===== src/hw/rtl/sfd_pkg.sv =====
// Shared types, codes and constants of the sync-frame deframer.
// No dependencies; imported by every module of the deframer.

package sfd_pkg;

  localparam int unsigned CNT_W = 17;

  localparam logic [7:0]       SYNC_FIRST_RST  = 8'hAA;
  localparam logic [7:0]       SYNC_SECOND_RST = 8'h55;
  localparam logic [15:0]      MAX_LEN_RST     = 16'd256;
  localparam logic [15:0]      CRC_INIT        = 16'hFFFF;
  localparam logic [15:0]      CRC_POLY        = 16'hA001;
  localparam logic [CNT_W-1:0] HDR_BYTES       = CNT_W'(6);
  localparam logic [CNT_W-1:0] MIN_FRAME_BYTES = CNT_W'(8);

  typedef enum logic [2:0] {
    CFG_SYNC_FIRST  = 3'd0,
    CFG_SYNC_SECOND = 3'd1,
    CFG_MAX_LEN     = 3'd2,
    CFG_FAULT_CLEAR = 3'd3
  } cfg_idx_e;

  typedef enum logic [2:0] {
    KIND_PAYLOAD   = 3'd0,
    KIND_GOOD      = 3'd1,
    KIND_CRC_ERR   = 3'd2,
    KIND_OVERSIZE  = 3'd3,
    KIND_TRUNCATED = 3'd4
  } item_kind_e;

  typedef enum logic [10:0] {
    PH_HUNT    = 11'b000_0000_0001,
    PH_SYNC2   = 11'b000_0000_0010,
    PH_ID      = 11'b000_0000_0100,
    PH_SEQ     = 11'b000_0000_1000,
    PH_LENLO   = 11'b000_0001_0000,
    PH_LENHI   = 11'b000_0010_0000,
    PH_PAYLOAD = 11'b000_0100_0000,
    PH_CRCLO   = 11'b000_1000_0000,
    PH_CRCHI   = 11'b001_0000_0000,
    PH_OVWAIT  = 11'b010_0000_0000,
    PH_DISCARD = 11'b100_0000_0000
  } phase_e;

  typedef struct packed {
    logic [7:0]  sync_first;
    logic [7:0]  sync_second;
    logic [15:0] max_len;
  } sfd_cfg_t;

  typedef struct packed {
    logic        have;
    item_kind_e  kind;
    logic [7:0]  data;
    logic [15:0] index;
    logic [7:0]  msg_id;
    logic [7:0]  seq;
    logic [15:0] len;
    logic        fault;
  } sfd_result_t;

endpackage


===== src/hw/rtl/sfd_crc16_byte.sv =====
// Byte-wide CRC-16/Modbus update (reflected poly, LSB first).
// Depends on sfd_pkg for the polynomial.

module sfd_crc16_byte
  import sfd_pkg::*;
(
  input  logic [15:0] crc_i,
  input  logic [7:0]  byte_i,
  output logic [15:0] crc_o
);

  always_comb begin
    logic [15:0] c;
    c = crc_i ^ {8'h00, byte_i};
    for (int k = 0; k < 8; k++) begin
      if (c[0]) begin
        c = (c >> 1) ^ CRC_POLY;
      end else begin
        c = c >> 1;
      end
    end
    crc_o = c;
  end

endmodule


===== src/hw/rtl/sfd_parser.sv =====
// Frame parser: phase machine, header fields, running CRC and fault flag.
// Depends on sfd_pkg and sfd_crc16_byte.

module sfd_parser
  import sfd_pkg::*;
(
  input  logic        clk_i,
  input  logic        rst_ni,
  input  logic        step_i,
  input  logic [7:0]  byte_i,
  input  logic        buf_end_i,
  input  sfd_cfg_t    cfg_i,
  input  logic        fault_clr_i,
  output sfd_result_t res_o
);

  phase_e           ph_q, ph_d;
  logic [CNT_W-1:0] cnt_q, cnt_d;
  logic [7:0]       id_q, id_d;
  logic [7:0]       seq_q, seq_d;
  logic [15:0]      len_q, len_d;
  logic [15:0]      crc_q, crc_d;
  logic [7:0]       crc_lo_q, crc_lo_d;
  logic             fault_q, fault_d;
  logic [15:0]      crc_fed;
  logic [CNT_W-1:0] pay_idx;
  logic             have;
  item_kind_e       kind;
  logic             in_frame;

  sfd_crc16_byte u_crc (
    .crc_i  (crc_q),
    .byte_i (byte_i),
    .crc_o  (crc_fed)
  );

  assign pay_idx = cnt_q - HDR_BYTES;

  always_comb begin
    ph_d     = ph_q;
    cnt_d    = cnt_q;
    id_d     = id_q;
    seq_d    = seq_q;
    len_d    = len_q;
    crc_d    = crc_q;
    crc_lo_d = crc_lo_q;
    fault_d  = fault_q;
    have     = 1'b0;
    kind     = KIND_PAYLOAD;

    case (ph_q)
      PH_HUNT: begin
        if (byte_i == cfg_i.sync_first) begin
          ph_d  = PH_SYNC2;
          cnt_d = CNT_W'(1);
        end
      end
      PH_SYNC2: begin
        if (byte_i == cfg_i.sync_second) begin
          ph_d  = PH_ID;
          cnt_d = CNT_W'(2);
          crc_d = CRC_INIT;
        end else if (byte_i == cfg_i.sync_first) begin
          cnt_d = CNT_W'(1);
        end else begin
          ph_d = PH_HUNT;
        end
      end
      PH_ID: begin
        id_d  = byte_i;
        crc_d = crc_fed;
        cnt_d = CNT_W'(3);
        ph_d  = PH_SEQ;
      end
      PH_SEQ: begin
        seq_d = byte_i;
        crc_d = crc_fed;
        cnt_d = CNT_W'(4);
        ph_d  = PH_LENLO;
      end
      PH_LENLO: begin
        len_d = {8'h00, byte_i};
        crc_d = crc_fed;
        cnt_d = CNT_W'(5);
        ph_d  = PH_LENHI;
      end
      PH_LENHI: begin
        len_d = {byte_i, len_q[7:0]};
        crc_d = crc_fed;
        cnt_d = HDR_BYTES;
        if (len_d > cfg_i.max_len) begin
          ph_d = PH_OVWAIT;
        end else if (len_d == 16'd0) begin
          ph_d = PH_CRCLO;
        end else begin
          ph_d = PH_PAYLOAD;
        end
      end
      PH_PAYLOAD: begin
        crc_d = crc_fed;
        cnt_d = cnt_q + CNT_W'(1);
        have  = 1'b1;
        kind  = KIND_PAYLOAD;
        if ((pay_idx + CNT_W'(1)) >= {1'b0, len_q}) begin
          ph_d = PH_CRCLO;
        end
      end
      PH_CRCLO: begin
        crc_lo_d = byte_i;
        cnt_d    = cnt_q + CNT_W'(1);
        ph_d     = PH_CRCHI;
      end
      PH_CRCHI: begin
        cnt_d = cnt_q + CNT_W'(1);
        have  = 1'b1;
        if ({byte_i, crc_lo_q} == crc_q) begin
          kind = KIND_GOOD;
        end else begin
          kind    = KIND_CRC_ERR;
          fault_d = 1'b1;
        end
        ph_d = PH_HUNT;
      end
      PH_OVWAIT: begin
        cnt_d = cnt_q + CNT_W'(1);
        if (cnt_d >= MIN_FRAME_BYTES) begin
          have    = 1'b1;
          kind    = KIND_OVERSIZE;
          fault_d = 1'b1;
          ph_d    = PH_DISCARD;
        end
      end
      PH_DISCARD: begin
      end
      default: begin
        ph_d = PH_HUNT;
      end
    endcase

    // Buffer end abandons a frame in flight; report it only if it got long enough.
    in_frame = (ph_d == PH_ID) || (ph_d == PH_SEQ) || (ph_d == PH_LENLO) ||
               (ph_d == PH_LENHI) || (ph_d == PH_PAYLOAD) || (ph_d == PH_CRCLO) ||
               (ph_d == PH_CRCHI) || (ph_d == PH_OVWAIT);
    if (buf_end_i) begin
      if (in_frame) begin
        have = 1'b0;
        if (cnt_d >= MIN_FRAME_BYTES) begin
          have    = 1'b1;
          kind    = KIND_TRUNCATED;
          fault_d = 1'b1;
        end
      end
      ph_d = PH_HUNT;
    end
  end

  always_comb begin
    res_o.have   = have;
    res_o.kind   = kind;
    res_o.data   = (kind == KIND_PAYLOAD) ? byte_i : 8'h00;
    res_o.index  = (kind == KIND_PAYLOAD) ? pay_idx[15:0] : 16'h0000;
    res_o.msg_id = id_d;
    res_o.seq    = seq_d;
    res_o.len    = len_d;
    res_o.fault  = fault_d;
  end

  always_ff @(posedge clk_i or negedge rst_ni) begin
    if (!rst_ni) begin
      ph_q     <= PH_HUNT;
      cnt_q    <= '0;
      id_q     <= '0;
      seq_q    <= '0;
      len_q    <= '0;
      crc_q    <= CRC_INIT;
      crc_lo_q <= '0;
    end else if (step_i) begin
      ph_q     <= ph_d;
      cnt_q    <= cnt_d;
      id_q     <= id_d;
      seq_q    <= seq_d;
      len_q    <= len_d;
      crc_q    <= crc_d;
      crc_lo_q <= crc_lo_d;
    end
  end

  always_ff @(posedge clk_i or negedge rst_ni) begin
    if (!rst_ni) begin
      fault_q <= 1'b0;
    end else if (fault_clr_i) begin
      fault_q <= 1'b0;
    end else if (step_i) begin
      fault_q <= fault_d;
    end
  end

  a_payload_emits : assert property (@(posedge clk_i) disable iff (!rst_ni)
    step_i && (ph_q == PH_PAYLOAD) && !buf_end_i |-> res_o.have)
    else $error("payload byte produced no item");

  a_fault_clear : assert property (@(posedge clk_i) disable iff (!rst_ni)
    fault_clr_i |=> !fault_q)
    else $error("fault flag survived a clear");

endmodule


===== src/hw/rtl/sync_frame_deframer_crc16_unit.sv =====
// Top level of the sync-frame deframer with CRC-16/Modbus check.
// Depends on sfd_pkg, sfd_parser (and through it sfd_crc16_byte).
//
//  Channel  | Direction | Handshake            | Payload
//  ---------+-----------+----------------------+----------------------------------------
//  in       | sink      | in_valid_i/in_ready_o| rx_byte_i, buffer_end_i
//  out      | source    | out_valid_o/out_ready_i | item_kind_o, payload_byte_o, ...
//  cfg      | sink      | cfg_valid_i/cfg_ready_o | cfg_index_i, cfg_data_i
//
// One byte per cycle sustained while out_ready_i is high; an accepted byte yields its item
// (if any) via the input register, then the parser and byte-wide CRC update into the
// result register. Reset clears the parser to sync hunt, CRC to 0xFFFF and the valid
// flags and configuration registers to their defaults. A stalled result register holds
// the input register, which then deasserts in_ready_o; the two stages still fill back to
// back while out_ready_i is high. Configuration transactions are always accepted.

module sync_frame_deframer_crc16_unit
  import sfd_pkg::*;
(
  input  logic        clk_i,
  input  logic        rst_ni,

  input  logic        in_valid_i,
  output logic        in_ready_o,
  input  logic [7:0]  rx_byte_i,
  input  logic        buffer_end_i,

  output logic        out_valid_o,
  input  logic        out_ready_i,
  output logic [2:0]  item_kind_o,
  output logic [7:0]  payload_byte_o,
  output logic [15:0] payload_index_o,
  output logic [7:0]  message_id_o,
  output logic [7:0]  sequence_number_o,
  output logic [15:0] payload_length_o,
  output logic        protocol_fault_o,

  input  logic        cfg_valid_i,
  output logic        cfg_ready_o,
  input  logic [2:0]  cfg_index_i,
  input  logic [15:0] cfg_data_i
);

  // Configuration registers.
  sfd_cfg_t    cfg_q;
  logic        cfg_we;
  logic        fault_clr;

  // Input register.
  logic        in_valid_q;
  logic [7:0]  in_byte_q;
  logic        in_end_q;

  // Result register.
  logic        out_valid_q;
  sfd_result_t out_q;

  logic        step;
  sfd_result_t res;

  assign cfg_ready_o = 1'b1;
  assign cfg_we      = cfg_valid_i && cfg_ready_o;
  assign fault_clr   = cfg_we && (cfg_index_i == CFG_FAULT_CLEAR) && cfg_data_i[0];

  always_ff @(posedge clk_i or negedge rst_ni) begin
    if (!rst_ni) begin
      cfg_q.sync_first  <= SYNC_FIRST_RST;
      cfg_q.sync_second <= SYNC_SECOND_RST;
      cfg_q.max_len     <= MAX_LEN_RST;
    end else if (cfg_we) begin
      case (cfg_index_i)
        CFG_SYNC_FIRST:  cfg_q.sync_first  <= cfg_data_i[7:0];
        CFG_SYNC_SECOND: cfg_q.sync_second <= cfg_data_i[7:0];
        CFG_MAX_LEN:     cfg_q.max_len     <= cfg_data_i;
        default: begin
          // fault clear acts on the parser; unknown indexes drop the write
        end
      endcase
    end
  end

  // Advance the parser whenever the input register holds a byte and the
  // result register is free or being emptied this cycle.
  assign step       = in_valid_q && (!out_valid_q || out_ready_i);
  assign in_ready_o = !in_valid_q || step;

  always_ff @(posedge clk_i or negedge rst_ni) begin
    if (!rst_ni) begin
      in_valid_q <= 1'b0;
    end else if (in_ready_o) begin
      in_valid_q <= in_valid_i;
    end
  end

  // Payload needs no reset; load only on a transaction.
  always_ff @(posedge clk_i) begin
    if (in_valid_i && in_ready_o) begin
      in_byte_q <= rx_byte_i;
      in_end_q  <= buffer_end_i;
    end
  end

  sfd_parser u_parser (
    .clk_i       (clk_i),
    .rst_ni      (rst_ni),
    .step_i      (step),
    .byte_i      (in_byte_q),
    .buf_end_i   (in_end_q),
    .cfg_i       (cfg_q),
    .fault_clr_i (fault_clr),
    .res_o       (res)
  );

  always_ff @(posedge clk_i or negedge rst_ni) begin
    if (!rst_ni) begin
      out_valid_q <= 1'b0;
    end else if (step) begin
      out_valid_q <= res.have;
    end else if (out_ready_i) begin
      out_valid_q <= 1'b0;
    end
  end

  always_ff @(posedge clk_i) begin
    if (step && res.have) begin
      out_q <= res;
    end
  end

  assign out_valid_o       = out_valid_q;
  assign item_kind_o       = out_q.kind;
  assign payload_byte_o    = out_q.data;
  assign payload_index_o   = out_q.index;
  assign message_id_o      = out_q.msg_id;
  assign sequence_number_o = out_q.seq;
  assign payload_length_o  = out_q.len;
  assign protocol_fault_o  = out_q.fault;

  a_hold_on_stall : assert property (@(posedge clk_i) disable iff (!rst_ni)
    in_valid_q && out_valid_q && !out_ready_i |=> in_valid_q && $stable(in_byte_q))
    else $error("input register lost a byte while the result was stalled");

  a_error_sets_fault : assert property (@(posedge clk_i) disable iff (!rst_ni)
    out_valid_q && ((out_q.kind == KIND_CRC_ERR) || (out_q.kind == KIND_OVERSIZE) ||
                    (out_q.kind == KIND_TRUNCATED)) |-> out_q.fault)
    else $error("error status without fault flag");

  a_status_zero_data : assert property (@(posedge clk_i) disable iff (!rst_ni)
    out_valid_q && (out_q.kind != KIND_PAYLOAD) |->
      (out_q.data == 8'h00) && (out_q.index == 16'h0000))
    else $error("status item carries payload data");

endmodule

===== config.mk =====
export PLATFORM = sky130hd
export DESIGN_NAME = sync_frame_deframer_crc16_unit
export DESIGN_NICKNAME = d
export VERILOG_FILES = /design/src/hw/rtl/sfd_pkg.sv /design/src/hw/rtl/sfd_crc16_byte.sv /design/src/hw/rtl/sfd_parser.sv /design/src/hw/rtl/sync_frame_deframer_crc16_unit.sv
export SDC_FILE = /design/constraint.sdc
export NUM_CORES = 1
export LEC_CHECK = 0
export CAP_MARGIN = 20
export CORE_MARGIN = 5
export CORE_UTILIZATION = 64
export CTS_CLUSTER_SIZE = 28
export DETAILED_ROUTE_END_ITERATION = 7
export DONT_BUFFER_PORTS = 1
export PLACE_DENSITY = 0.8
export RECOVER_POWER = 50
export SLEW_MARGIN = 20
export SYNTH_ARGS = -nofsm -noshare
export SYNTH_HDL_FRONTEND = slang
export SYNTH_SLANG_ARGS = --single-unit

===== constraint.sdc =====
create_clock -name clk_i -period 9.6 [get_ports clk_i]
set_input_delay 0.48 -clock clk_i [delete_from_list [all_inputs] [get_ports clk_i]]
set_output_delay 0.48 -clock clk_i [all_outputs]
set_load 0.02 [all_outputs]

Word level (Yosys, flattened, before mapping). Index checks and enable logic that the tools add are counted. W data, S select, Z words.

Word-level logic and storage cells: 140. Input port bits: 33. Output and inout port bits: 63. Flip-flop bits (word level): 188.

Mux-type cells: 46. Bitwise operators: 9. Eq/ne operators: 26. Magnitude comparators: 4. Add/subtract/negate cells: 3. Reduce and logical (&&, ||, !) cells: 30.

Operators by type and width (count): $mux W16 (9); $pmux W17 S7 (1); $pmux W11 S10 (1); $mux W11 (7); $pmux W16 S2 (2); $add A17 B1 Y17 const B (2); $ge A17 B4 Y1 const B (2); $mux W17 (2); $mux W8 (3); $not A2 Y3 (8); $eq A11 B10 Y1 const B (2); $eq A11 B3 Y1 const B (2); $eq A11 B4 Y1 const B (2); $eq A11 B5 Y1 const B (2); $eq A11 B6 Y1 const B (2); $eq A11 B7 Y1 const B (2); $eq A11 B8 Y1 const B (2); $eq A11 B9 Y1 const B (2); $ge A17 B16 Y1 (1); $sub A17 B3 Y17 const B (1); $eq A16 B16 Y1 (1); $eq A8 B8 Y1 (2); $gt A16 B16 Y1 (1); $logic_not A16 Y1 (1); 22 further kinds (58).

Longest topological paths before layout. Gate-level depths: netlist of run 1.

Word-level depth: 18. Depth in mapped cells: 16.

By module. From an unflattened synthesis of run 1, not the netlist that was laid out.

Cells, all modules: 1034. Area total of the unflattened synthesis: 10766.6 um^2.

Modules (own cells, without submodules): sfd_parser (seq. area each 2148.3 um^2, instances 1, cells an instance 851, area an instance 7048.0 um^2); sync_frame_deframer_crc16_unit (seq. area each 2934.1 um^2, instances 1, cells an instance 154, area an instance 3434.5 um^2); sfd_crc16_byte (seq. area each 0.0 um^2, instances 1, cells an instance 29, area an instance 284.0 um^2).

Worst setup path before layout of run 1. OpenSTA, ideal clock, no wires.

Kind: reg2reg. From: register u_parser.cnt_q[1]. To: register out_q, in the netlist item_kind_o[0] (enable). Path slack: 2717 ps. Library setup time: 552 ps. Clock period less this slack: 6883 ps. Buffers on the path: 1. Stages on the path, launching flop included: 11. Data required time: 9048 ps. Arrival time: 6331 ps. Cell sequence: dfrtp_1 ha_1 buf_2 nand4_1 nor4_1 nand4_1 a211o_1 nor4_1 a31o_2 nor2_1 nor3_1.

Cells in the longest elaborated chain, start to end: 16. Elaborated cells between the ends (all ways): 33. Those cells by class: add/sub: 3; order compare: 3; eq/ne: 8; mux: 11; reduce/logical: 8.

RTL lines: start, declared (line sfd_parser.sv:18) `logic [CNT_W-1:0] cnt_q, cnt_d;`; start signal, assigned (line sfd_parser.sv:179) `cnt_q <= cnt_d;`; $sub A17 B3 Y17 (line sfd_parser.sv:37) `assign pay_idx = cnt_q - HDR_BYTES;`; $add A17 B1 Y17 (line sfd_parser.sv:104) `if ((pay_idx + CNT_W'(1)) >= {1'b0, len_q}) begin`; $ge A17 B16 Y1 (line sfd_parser.sv:104); $mux W11 (line sfd_parser.sv:104); $pmux W11 S10 (line sfd_parser.sv:51) `case (ph_q)`; $eq A11 B3 Y1 or $eq A11 B4 Y1 (tied branches) (line sfd_parser.sv:141) `in_frame = (ph_d == PH_ID) || (ph_d == PH_SEQ) || (ph_d == PH_LENLO) ||`; $logic_or A1 B1 Y1 (3 in series) (line sfd_parser.sv:141); $logic_or A1 B1 Y1 (3 in series) (line sfd_parser.sv:142) `(ph_d == PH_LENHI) || (ph_d == PH_PAYLOAD) || (ph_d == PH_CRCLO) ||`; $logic_or A1 B1 Y1 (line sfd_parser.sv:143) `(ph_d == PH_CRCHI) || (ph_d == PH_OVWAIT);`; $mux W1 (line sfd_parser.sv:145) `if (in_frame) begin`; $mux W1 (*) (line sfd_parser.sv:144) `if (buf_end_i) begin`; $logic_and A1 B1 Y1 (*) (line sync_frame_deframer_crc16_unit.sv:125) `if (step && res.have) begin`; end signal, assigned (line sync_frame_deframer_crc16_unit.sv:126) `out_q <= res;`; end, declared (line sync_frame_deframer_crc16_unit.sv:56) `sfd_result_t out_q;`.

Every way passes the cells marked *; elsewhere a longest branch is shown, timed or not. A chain may end at the register's enable or synchronous reset.

Worst setup path after layout of run 1.
From: register u_parser.cnt_q[2]. To: register out_q, in the netlist payload_index_o[12] (enable).

Same word-level chain as after synthesis.

==> flow_summary.ini, run 1 <==
[run_status]
run_status = complete, no violations

[drt]
totalWireLength_mm = 26.0
dr.pass1.iters = 8
drt-vias-per-instance = 6.41
drt_iter0_drc = 702
ant_nets = 0
vias = 7795
drc_errors = 0
wire_per_inst_um = 21.4

[cts]
cts_resized = 0
cts-root-buf = clkbuf_16
ctsHoldBuffers = 1
cts_tree = yes
clock_sinks = 188
cts_setup_buffers = 0
clk_latency_ns = 0.44
numCtsBuffers = 17
cts_htree_levels = 4
clk_path_buf_depth = 2
clk_pin_slew_worst_paths_ns = 0.08

[setup_path]
path_max_fanout = 44
reg2reg_from = u_parser.cnt_q[2]
crit_path_start_kind = flip-flop
worst-path-buf-inv = 1
timing.rr.end = payload_index_o[12]
cp.depth = 10
cp_top_family = simple AND/OR/NAND/NOR gates
slowest_delay_ns = 0.71
rr_worst_depth = 10
cp_data_required_time_ns = 9.72
critPathSlowestCell = nor4_1
cp-endpoint = payload_index_o[12]
startpoint = u_parser.cnt_q[2]
crit_chain = ha_1, nand4_1, nor4_1, nand4_1, a211o_1, nor4_1, a31o_2, nor4b_1, nor3_2, buf_4
crit_path_end_kind = flip-flop
worstSetupPathType = flip-flop to flip-flop
arrival_ns = 4.44
r2r_slack_ns = 5.28

[die]
rows = 47
dieWidth_um = 139
dieArea_um2 = 19400
ioPinCount = 96
die_h_um = 139
start_util_pct = 64.9
coreArea_um2 = 16500

[placed_design]
dp.cells = 1184
port_buffers = 0
hpwl_mm = 17.9
routabilityCongestion = 0.947

[yosys]
synth_fp_nets = 1096
postSynthCellCount = 1027
synth.area.top_cells = dfrtp_1, edfxtp_1, dfstp_2
synth_cell_types = 85
yosysMostFrequentCell = nand2_1
async_flop_share_pct = 63.3
synth_edf_count = 69
synth_area_leader_cell = dfrtp_1
syn_avg_cell_area_um2 = 10.4
synth-seq-area-share_pct = 47.6
synth_common_cells = nand2_1, dfrtp_1, o21ai_0
synthFlopType = dfrtp_1
netlist.area_leader.share_pct = 21.8
yosys_register_bits = 188
netlist_area_um2 = 10700
ys_warn_count = 0

[finish]
seq_area_um2 = 5080
fill_cells = 1246
fin_cells = 1217
nets = 1053
syn_to_final_growth_pct = 4.58
drive_above_1_share_pct = 14.6
multi_input_area_um2 = 5030
diodes = 0

[sta]
fmax_mhz = 231
fin_tns_setup_ns = 0
slew_viol_final = 0
rsz0062_at_grt = no
finClkSkew_ns = 0.0136
slew-limit-headroom_pct = 20.9
setup_viol_count_final = 0
final.min_clock_period_ns = 4.32
period_share_pct = 45.0
hold_viol_final = 0
worst_slew_pin_slew_ns = 1.19

[grt]
track_usage_pct = 27.0
first_global_vias = 7806
grt_antenna_before_repair = 0
grt_pass1_wl_mm = 42.0
grt_max_degree = 120
grt-ovfl-total = 0

[job]
drv_cap = 0

[power_and_ir_drop]
max-vdd-ir-drop_mv = 0.134
p_per_area_nw_per_um2 = 175
leakagePower_nw = 4.57

[min_path]
min_path_type = input port to asynchronous set/reset pin
==> area by class of cell <==
class | count | area share [%]
repair buffers | 8 | 0.649
multi-input cells | 728 | 45.0
inverters | 41 | 1.38
clock buffers | 18 | 3.93
clock inverters | 14 | 1.12
well taps | 220 | 2.46
flip-flops and latches | 188 | 45.5
==> through the flow <==
stage	area [µm²]	power [mW]	utilization, %	hold WS [ns]	setup WS [ns]
after CTS	11200	1.96	68.0	0.0324	5.05
final	11200	1.95	67.9	0.0136	5.28
after global placement	10600	1.25	64.3	0.189	5.20
after detailed placement	10600	1.27	64.4	0.189	5.07
after floorplan	10700	1.20	-	0.184	2.72
after global routing	11200	2.04	67.9	0.0506	4.84
==> kinds of logic (layout without fill, tap and decap cells) <==
group | Yosys count | after routing | share of synthesized area, %
and+or+nand+nor | 334 | 334 | 16.5
muxes | 52 | 52 | 5.44
AOI/OAI and AO/OA | 212 | 212 | 13.1
other | 1 | 1 | 0.0351
adders and majority gates | 36 | 36 | 4.21
DFF | 188 | 188 | 47.6
xor gates and xnor gates | 93 | 93 | 7.62
buffers and inverters | 111 | 81 | 5.54
==> cell usage in the layout (no fill, tap or decap), drive strengths merged, types with 7 or more instances in the layout <==
master	n
a22o	11
nand2b	11
ha	36
nand2	104
nand4	17
a211oi	11
dfrtp	93
edfxtp	69
nor4b	7
mux2	49
o21ai	86
nor2b	9
a21oi	30
nor3	33
nor3b	10
nor4	25
o31ai	9
nor2	50
and3	9
xnor2	53
inv	48
clkbuf	20
or2	7
dfstp	26
nand3	26
xor2	40
a21o	8
==> report_power, final <==
part | switching, mW | total (mW) | leakage, nW | internal, mW
logic | 0.164 | 0.307 | 2.14 | 0.143
registers | 0.0584 | 0.963 | 2.15 | 0.904
clock network | 0.332 | 0.681 | 0.275 | 0.349
==> registers in the layout, summed over array words and instances, names as in the netlist <==
register,flops
u_parser.ph_q,11
cfg_q,32
u_parser.len_q,16
u_parser.cnt_q,17
item_kind_o,3
u_parser.seq_q,8
message_id_o,8
in_end_q,1
u_parser.id_q,8
out_valid_o,1
u_parser.crc_lo_q,8
payload_index_o,16
protocol_fault_o,1
u_parser.crc_q,16
payload_byte_o,8
sequence_number_o,8
u_parser.fault_q,1
payload_length_o,16
in_byte_q,8
in_valid_q,1
==> how the worst min path moves through the flow <==
stage                     slack (ns)  cells after the start                   end
after global routing            0.05                      1  u_parser.crc_lo_q[5]
after CTS                       0.03                      1  u_parser.crc_lo_q[5]
after floorplan                 0.18                      0              cfg_q[0]
final                           0.01                      1  u_parser.crc_lo_q[5]
after detailed placement        0.19                      0  u_parser.crc_lo_q[5]
after global placement          0.19                      0  u_parser.crc_lo_q[5]
==> layer usage <==
metal | global-route usage, % | routed length (µm) | up-vias
li1 | - | - | 3622
met1 | 36.1 | 10800 | 3825
met2 | 43.9 | 12700 | 298
met3 | 6.24 | 1970 | 50
met4 | 9.27 | 586 | 0
met5 | 0 | 0 | -
Note: power is estimated with default switching activity, not from simulation.
==> inputs of run 2 (changes only) <==
--- a/config.mk
+++ b/config.mk
@@ -5,13 +5,14 @@
 export SDC_FILE = /design/constraint.sdc
 export NUM_CORES = 1
 export LEC_CHECK = 0
+export ABC_AREA = 1
 export CAP_MARGIN = 20
 export CORE_MARGIN = 5
-export CORE_UTILIZATION = 64
+export CORE_UTILIZATION = 58
 export CTS_CLUSTER_SIZE = 28
 export DETAILED_ROUTE_END_ITERATION = 7
 export DONT_BUFFER_PORTS = 1
-export PLACE_DENSITY = 0.8
+export PLACE_DENSITY = 0.76
 export RECOVER_POWER = 50
 export SLEW_MARGIN = 20
 export SYNTH_ARGS = -nofsm -noshare
==> constraint.sdc (replaced) <==
create_clock -name clk_i -period 3.5 [get_ports clk_i]
set_input_delay 0.175 -clock clk_i [delete_from_list [all_inputs] [get_ports clk_i]]
set_output_delay 0.175 -clock clk_i [all_outputs]
set_load 0.02 [all_outputs]
==> run 2 against run 1 <==
Net effect: register-to-register slack worse by 6.3 ns; final cell count rose by 31%; critical endpoint is now payload_length_o[9]; critical path depth grew 22; first-iteration DRC count is 34% higher; clock power increased to 2.8 times the previous value; largest power group unchanged; the run now ends with capacitance limit, slew limit, setup timing left; non-clock buffer count increased by 148; sequential power grew to 2.7 times the previous value; count of clock-buffer cells in the layout stayed put; hold slack better by 0.0049 ns; clock skew decreased by 0.0027 ns; synthesized cell count rose by 18%.
==> flow_summary.ini, run 2 <==
[run_status]
run_status = finished, violations left
violations = capacitance limit, slew limit, setup timing

[grt]
grt_pass1_wl_mm = 45.2
grt_antenna_before_repair = 0
first_global_vias = 8603
grt-ovfl-total = 0
track_usage_pct = 27.9
grt_max_degree = 120

[yosys]
synth_area_leader_cell = dfrtp_1
postSynthCellCount = 1215
netlist.area_leader.share_pct = 22.1
synthFlopType = dfrtp_1
netlist_area_um2 = 10500
async_flop_share_pct = 63.3
synth-seq-area-share_pct = 48.2
synth.area.top_cells = dfrtp_1, edfxtp_1, nand2_1
ys_warn_count = 0
yosys_register_bits = 188
synth_edf_count = 69
syn_avg_cell_area_um2 = 8.68
synth_fp_nets = 1284
yosysMostFrequentCell = nand2_1
synth_common_cells = nand2_1, inv_1, o21ai_0
synth_cell_types = 54

[setup_path]
critPathSlowestCell = dfrtp_2
crit_path_start_kind = flip-flop
r2r_slack_ns = -1.05
arrival_ns = 4.77
cp_common_cell = nand2_1
crit_path_end_kind = flip-flop
worst-path-buf-inv = 7
timing.rr.end = payload_length_o[9]
cp_data_required_time_ns = 3.72
reg2reg_from = u_parser.cnt_q[1]
path_max_fanout = 7
cp_top_family = simple AND/OR/NAND/NOR gates
rr_worst_depth = 32
slowest_delay_ns = 0.49
worstSetupPathType = flip-flop to flip-flop

[drt]
drt_iter0_drc = 942
drc_errors = 0
wire_per_inst_um = 18.3
totalWireLength_mm = 29.1
drt-vias-per-instance = 5.64
dr.pass1.iters = 6
vias = 8971
ant_nets = 0

[placed_design]
placed_area_um2 = 11400
routabilityCongestion = 0.934
port_buffers = 0
hpwl_mm = 19.1
pre_cts_ws_ns = -0.646
dp.cells = 1498

[sta]
slew-limit-headroom_pct = -103
setup_viol_count_final = 90
final.min_clock_period_ns = 4.55
hold_viol_final = 0
finClkSkew_ns = 0.0109
fin_ws_ns = -1.05
rsz0062_at_grt = yes
worst_slew_pin_slew_ns = 3.05
period_share_pct = 130
slew_viol_final = 120
fmax_mhz = 220

[power_and_ir_drop]
p_int_mw = 4.44
p_per_area_nw_per_um2 = 527
combPwrFrac_pct = 33.5
leakagePower_nw = 5.97
switching_share_pct = 34.9
max-vdd-ir-drop_mv = 0.338
seq_power_share_pct = 38.6
pwr-share-clk_pct = 27.9
switching_power_mw = 2.38

[finish]
nets = 1418
fill_cells = 1268
multi_input_area_um2 = 4910
reg.largest.list = cfg_q (32), u_parser.cnt_q (17)
fin_cells = 1591
final_cell_mix = nand2_1, inv_1, o21ai_0
top_register = cfg_q
mostFrequentLayoutCell = nand2_1
diodes = 0
syn_to_final_growth_pct = 22.7
largest_reg_flops = 32
drive_above_1_share_pct = 22.8
seq_area_um2 = 5080
fin_area_um2 = 12900

[die]
die_h_um = 145
coreArea_um2 = 17900
dieArea_um2 = 21000
rows = 49
ioPinCount = 96
dieWidth_um = 145
start_util_pct = 58.9

[cts]
clk_path_buf_depth = 2
numCtsBuffers = 17
cts_tree = yes
clk_latency_ns = 0.45
cts-root-buf = clkbuf_16
clock_sinks = 188
cts_htree_levels = 4
clk_pin_slew_worst_paths_ns = 0.08

[min_path]
worstHoldPathCells = 3
hold_end = u_parser.fault_q
min_path_type = input port to flip-flop
hp-start = cfg_index_i[0]

[job]
drv_cap = 1
==> run 2: changes by cell type after synthesis, moves of 18 or more <==
cell	before	now
nor2_4	0	29
nor2_1	47	92
o21ai_0	86	106
inv_1	41	142
nor4_1	24	5
mux2_2	49	0
clkbuf_1	38	20
nand2_1	102	308
xnor2_1	53	25
==> run 2: how the worst max path moves through the flow <==
stage	from	end	slack, ns	cells past startpoint
floorplan	u_parser.cnt_q[2]	item_kind_o[0]	-0.98	28
global placement	u_parser.cnt_q[2]	sequence_number_o[7]	-0.55	28
detailed placement	u_parser.cnt_q[1]	message_id_o[5]	-0.65	29
CTS	u_parser.cnt_q[1]	message_id_o[4]	-0.70	31
global route	u_parser.cnt_q[1]	payload_length_o[9]	-1.18	32
finish	u_parser.cnt_q[1]	payload_length_o[9]	-1.05	32
==> run 2: worst reg2reg max path: cells and delay by family, from the launching register on <==
kind,cells,cell delay [ns]
simple gates,20,1.94
buf+inv,7,0.83
fa+ha+maj,2,0.50
flops,1,0.49
compound gates,2,0.39
xor+xnor,1,0.19
==> run 2: metrics by stage <==
step / TNS [ns] / hold WS, ns / utilization [%] / power (mW)
after detailed placement: -51.61 / -0.118 / 63.8 / 4.65
final: -83.53 / 0.0186 / 72.3 / 6.82
after global placement: -43.08 / -0.116 / 63.8 / 4.58
after global routing: -104.77 / 0.0244 / 72.3 / 7.17
after CTS: -53.55 / 0.0216 / 71.1 / 6.64
after floorplan: -61.93 / -0.121 / - / 3.95
==> run 2: cells by family (layout without fill, tap and decap cells) <==
kind of cell | Yosys count | count (layout) | share of synthesized area (%)
compound gates | 188 | 188 | 9.92
xor+xnor | 71 | 71 | 5.97
fa+ha+maj | 36 | 36 | 4.27
buf+inv | 197 | 344 | 7.69
flops | 188 | 188 | 48.2
other cells | 1 | 1 | 0.0356
simple gates | 534 | 534 | 23.9
==> run 2: timing repair <==
| item | 4_1_cts | 5_1_grt |
|---|---|---|
| hold endpoints to repair | 161 | 0 |
| pin swaps | 1 | 23 |
| endpoints found under the setup margin | 88 | 90 |
| buffers inserted | 18 | 9 |
| gates cloned | 6 | 1 |
| hold buffers | 29 | 0 |
| gates resized for setup | 21 | 47 |
==> run 2: layer usage <==
metal  track usage [%]  share of wire (%)  vias to the layer above
met2              46.3                 49                      391
met1              36.7                 41                     4278
met4              10.4                3.5                        0
met5                 0                  0                        -
li1                  -                  -                     4213
met3              5.32                6.9                       89
==> run 2: power groups by stage <==
stage          clock network [mW]  registers, mW  logic, mW
6_report                     1.91           2.63       2.28
5_1_grt                      2.01           2.65       2.51
4_1_cts                      1.92           2.63       2.09
3_5_place_dp                    0           2.67       1.98
3_3_place_gp                    0           2.66       1.92
2_1_floorplan                   0           2.63       1.32
==> run 2: final cells by class <==
| type | count | area share, % |
|---|---|---|
| sequential | 188 | 39.3 |
| multi-input combinational | 830 | 37.9 |
| timing repair buffer | 156 | 11.6 |
| inverter | 156 | 4.59 |
| clock buffer | 18 | 3.39 |
| tap | 229 | 2.21 |
| clock inverter | 14 | 1.02 |
==> inputs of run 3 (changes only) <==
--- a/config.mk
+++ b/config.mk
@@ -5,7 +5,6 @@
 export SDC_FILE = /design/constraint.sdc
 export NUM_CORES = 1
 export LEC_CHECK = 0
-export ABC_AREA = 1
 export CAP_MARGIN = 20
 export CORE_MARGIN = 5
 export CORE_UTILIZATION = 58
==> run 3 against run 2 <==
Net effect: the flow finishes with violations (capacitance limit, slew limit); clock skew down 0.0034 ns; routed wire length down 4.7%; critical path type unchanged; sequential share of layout area up 2.6 points; critical endpoint is now u_parser.ph_q[7]; combinational power down 58%; global-route usage down 2.2 points; first-iteration DRC count down 27%; maximum frequency up 32%; non-clock buffer count down 47; critical path depth down 21; count of clock-buffer cells in the layout up 2.
==> flow_summary.ini, run 3 (synthesis results as in run 1) <==
[power_and_ir_drop]
p_per_area_nw_per_um2 = 444
leakagePower_nw = 5.07
max-vdd-ir-drop_mv = 0.534
p_total_mw = 5.39

[setup_path]
cp_top_family = compound AO/OA/AOI/OAI gates
worstSetupPathType = flip-flop to flip-flop
critPathSlowestCell = a2111o_1
crit_path_start_kind = flip-flop
crit_path_end_kind = flip-flop
cp_data_required_time_ns = 3.81
worst-path-buf-inv = 0
crit_chain = a2111o_1, or4_1, a211o_1, a211oi_2, nand3b_1, xor2_1, ha_1, a211o_1, o221a_2, a211oi_2, o41ai_1
arrival_ns = 3.76
slowest_delay_ns = 0.44
path_max_fanout = 2

[sta]
finClkSkew_ns = 0.00752
final.min_clock_period_ns = 3.46
rsz0062_at_grt = yes
timing.hold.ws_ns = 0.0527
period_share_pct = 98.8
fin_ws_ns = 0.0418
setup_viol_count_final = 0
fmax_mhz = 289
hold_viol_final = 0
slew_viol_final = 141
slew-limit-headroom_pct = -98.5
worst_slew_pin_slew_ns = 2.94
fin_tns_setup_ns = 0

[finish]
reg.largest.list = cfg_q (32), u_parser.cnt_q (17)
fin_cells = 1327
multi_input_area_um2 = 5130
utilization_pct = 67.3
drive_above_1_share_pct = 20.5
fill_cells = 1333
seq_area_um2 = 5080
final_cell_mix = nand2_1, dfrtp_1, o21ai_0
largest_reg_flops = 32
nets = 1154
fin_area_um2 = 12100
top_register = cfg_q
diodes = 0
syn_to_final_growth_pct = 13.6
mostFrequentLayoutCell = nand2_1

[die]
dieWidth_um = 146
ioPinCount = 96
rows = 49
start_util_pct = 59.3
coreArea_um2 = 18000
die_h_um = 146
dieArea_um2 = 21200

[cts]
cts_tree = yes
clk_pin_slew_worst_paths_ns = 0.07
cts_htree_levels = 4
clock_sinks = 188
numCtsBuffers = 17
clk_latency_ns = 0.44
clk_path_buf_depth = 2
cts-root-buf = clkbuf_16

[job]
drv_cap = 2

[drt]
totalWireLength_mm = 27.8
dr.pass1.iters = 5
drt_iter0_drc = 690
vias = 8267
wire_per_inst_um = 20.9
drt-vias-per-instance = 6.23
drc_errors = 0
ant_nets = 0

[grt]
track_usage_pct = 25.8
grt-ovfl-total = 0
grt_pass1_wl_mm = 44.1
grt_antenna_before_repair = 0
grt_max_degree = 120
first_global_vias = 8298

[min_path]
min_path_type = input port to flip-flop

[placed_design]
hpwl_mm = 18.5
placed_area_um2 = 11200
port_buffers = 0
dp.cells = 1256
routabilityCongestion = 0.980
pre_cts_ws_ns = -0.0274

[run_status]
violations = capacitance limit, slew limit
run_status = finished, violations left
[run 3: cell type report]
type / instances / share of cell area [%]
Sequential cell: 188 / 41.9
Tap cell: 229 / 2.36
Timing Repair Buffer: 109 / 7.75
Multi-Input combinational cell: 728 / 42.2
Clock buffer: 20 / 3.77
Inverter: 41 / 1.27
Clock inverter: 12 / 0.722
[run 3: power breakdown]
| part | internal [mW] | switching, mW | leakage [nW] | total, mW |
|---|---|---|---|---|
| sequential | 2.48 | 0.115 | 2.15 | 2.59 |
| clock | 0.957 | 0.870 | 0.258 | 1.83 |
| combinational | 0.440 | 0.526 | 2.67 | 0.966 |
[run 3: repair_timing]
action,4_1_cts,5_1_grt
cloned,0,1
hold buffers,29,0
pin swaps,6,9
buffers inserted,2,7
endpoints found under the hold margin,162,0
endpoints found under the setup margin,2,62
gates resized for setup,2,9
[run 3: metal layers]
layer  track usage, %  vias up  share of wire, %
met5                0        -                 0
met4             10.3        0               3.0
met3             5.45       63               7.1
met2             40.4      340                47
met1             35.2     4038                43
li1                 -     3826                 -
[run 3: worst register-to-register path: cells and delay by family (launching register included)]
family	cells	cell delay [ns]
AO/OA/AOI/OAI	7	1.97
AND/OR/NAND/NOR	2	0.53
flip-flops	1	0.38
adder cells (fa/ha/maj)	1	0.30
XOR/XNOR	1	0.15
[run 3: worst paths after layout]
| path | to | slack [ns] | from | cells past startpoint |
|---|---|---|---|---|
| worst max-delay path | u_parser.ph_q[7] | 0.04 | u_parser.cnt_q[1] | 11 |
| worst min-delay path | out_valid_o | 0.05 | out_ready_i | 2 |
| worst max register to register | u_parser.ph_q[7] | 0.04 | u_parser.cnt_q[1] | 11 |
| worst min register to register | u_parser.id_q[4] | 0.47 | u_parser.id_q[4] | 2 |
| max in group asynchronous | u_parser.len_q[7] | 0.80 | rst_ni | 2 |
| min in group asynchronous | u_parser.crc_lo_q[5] | 1.14 | rst_ni | 2 |
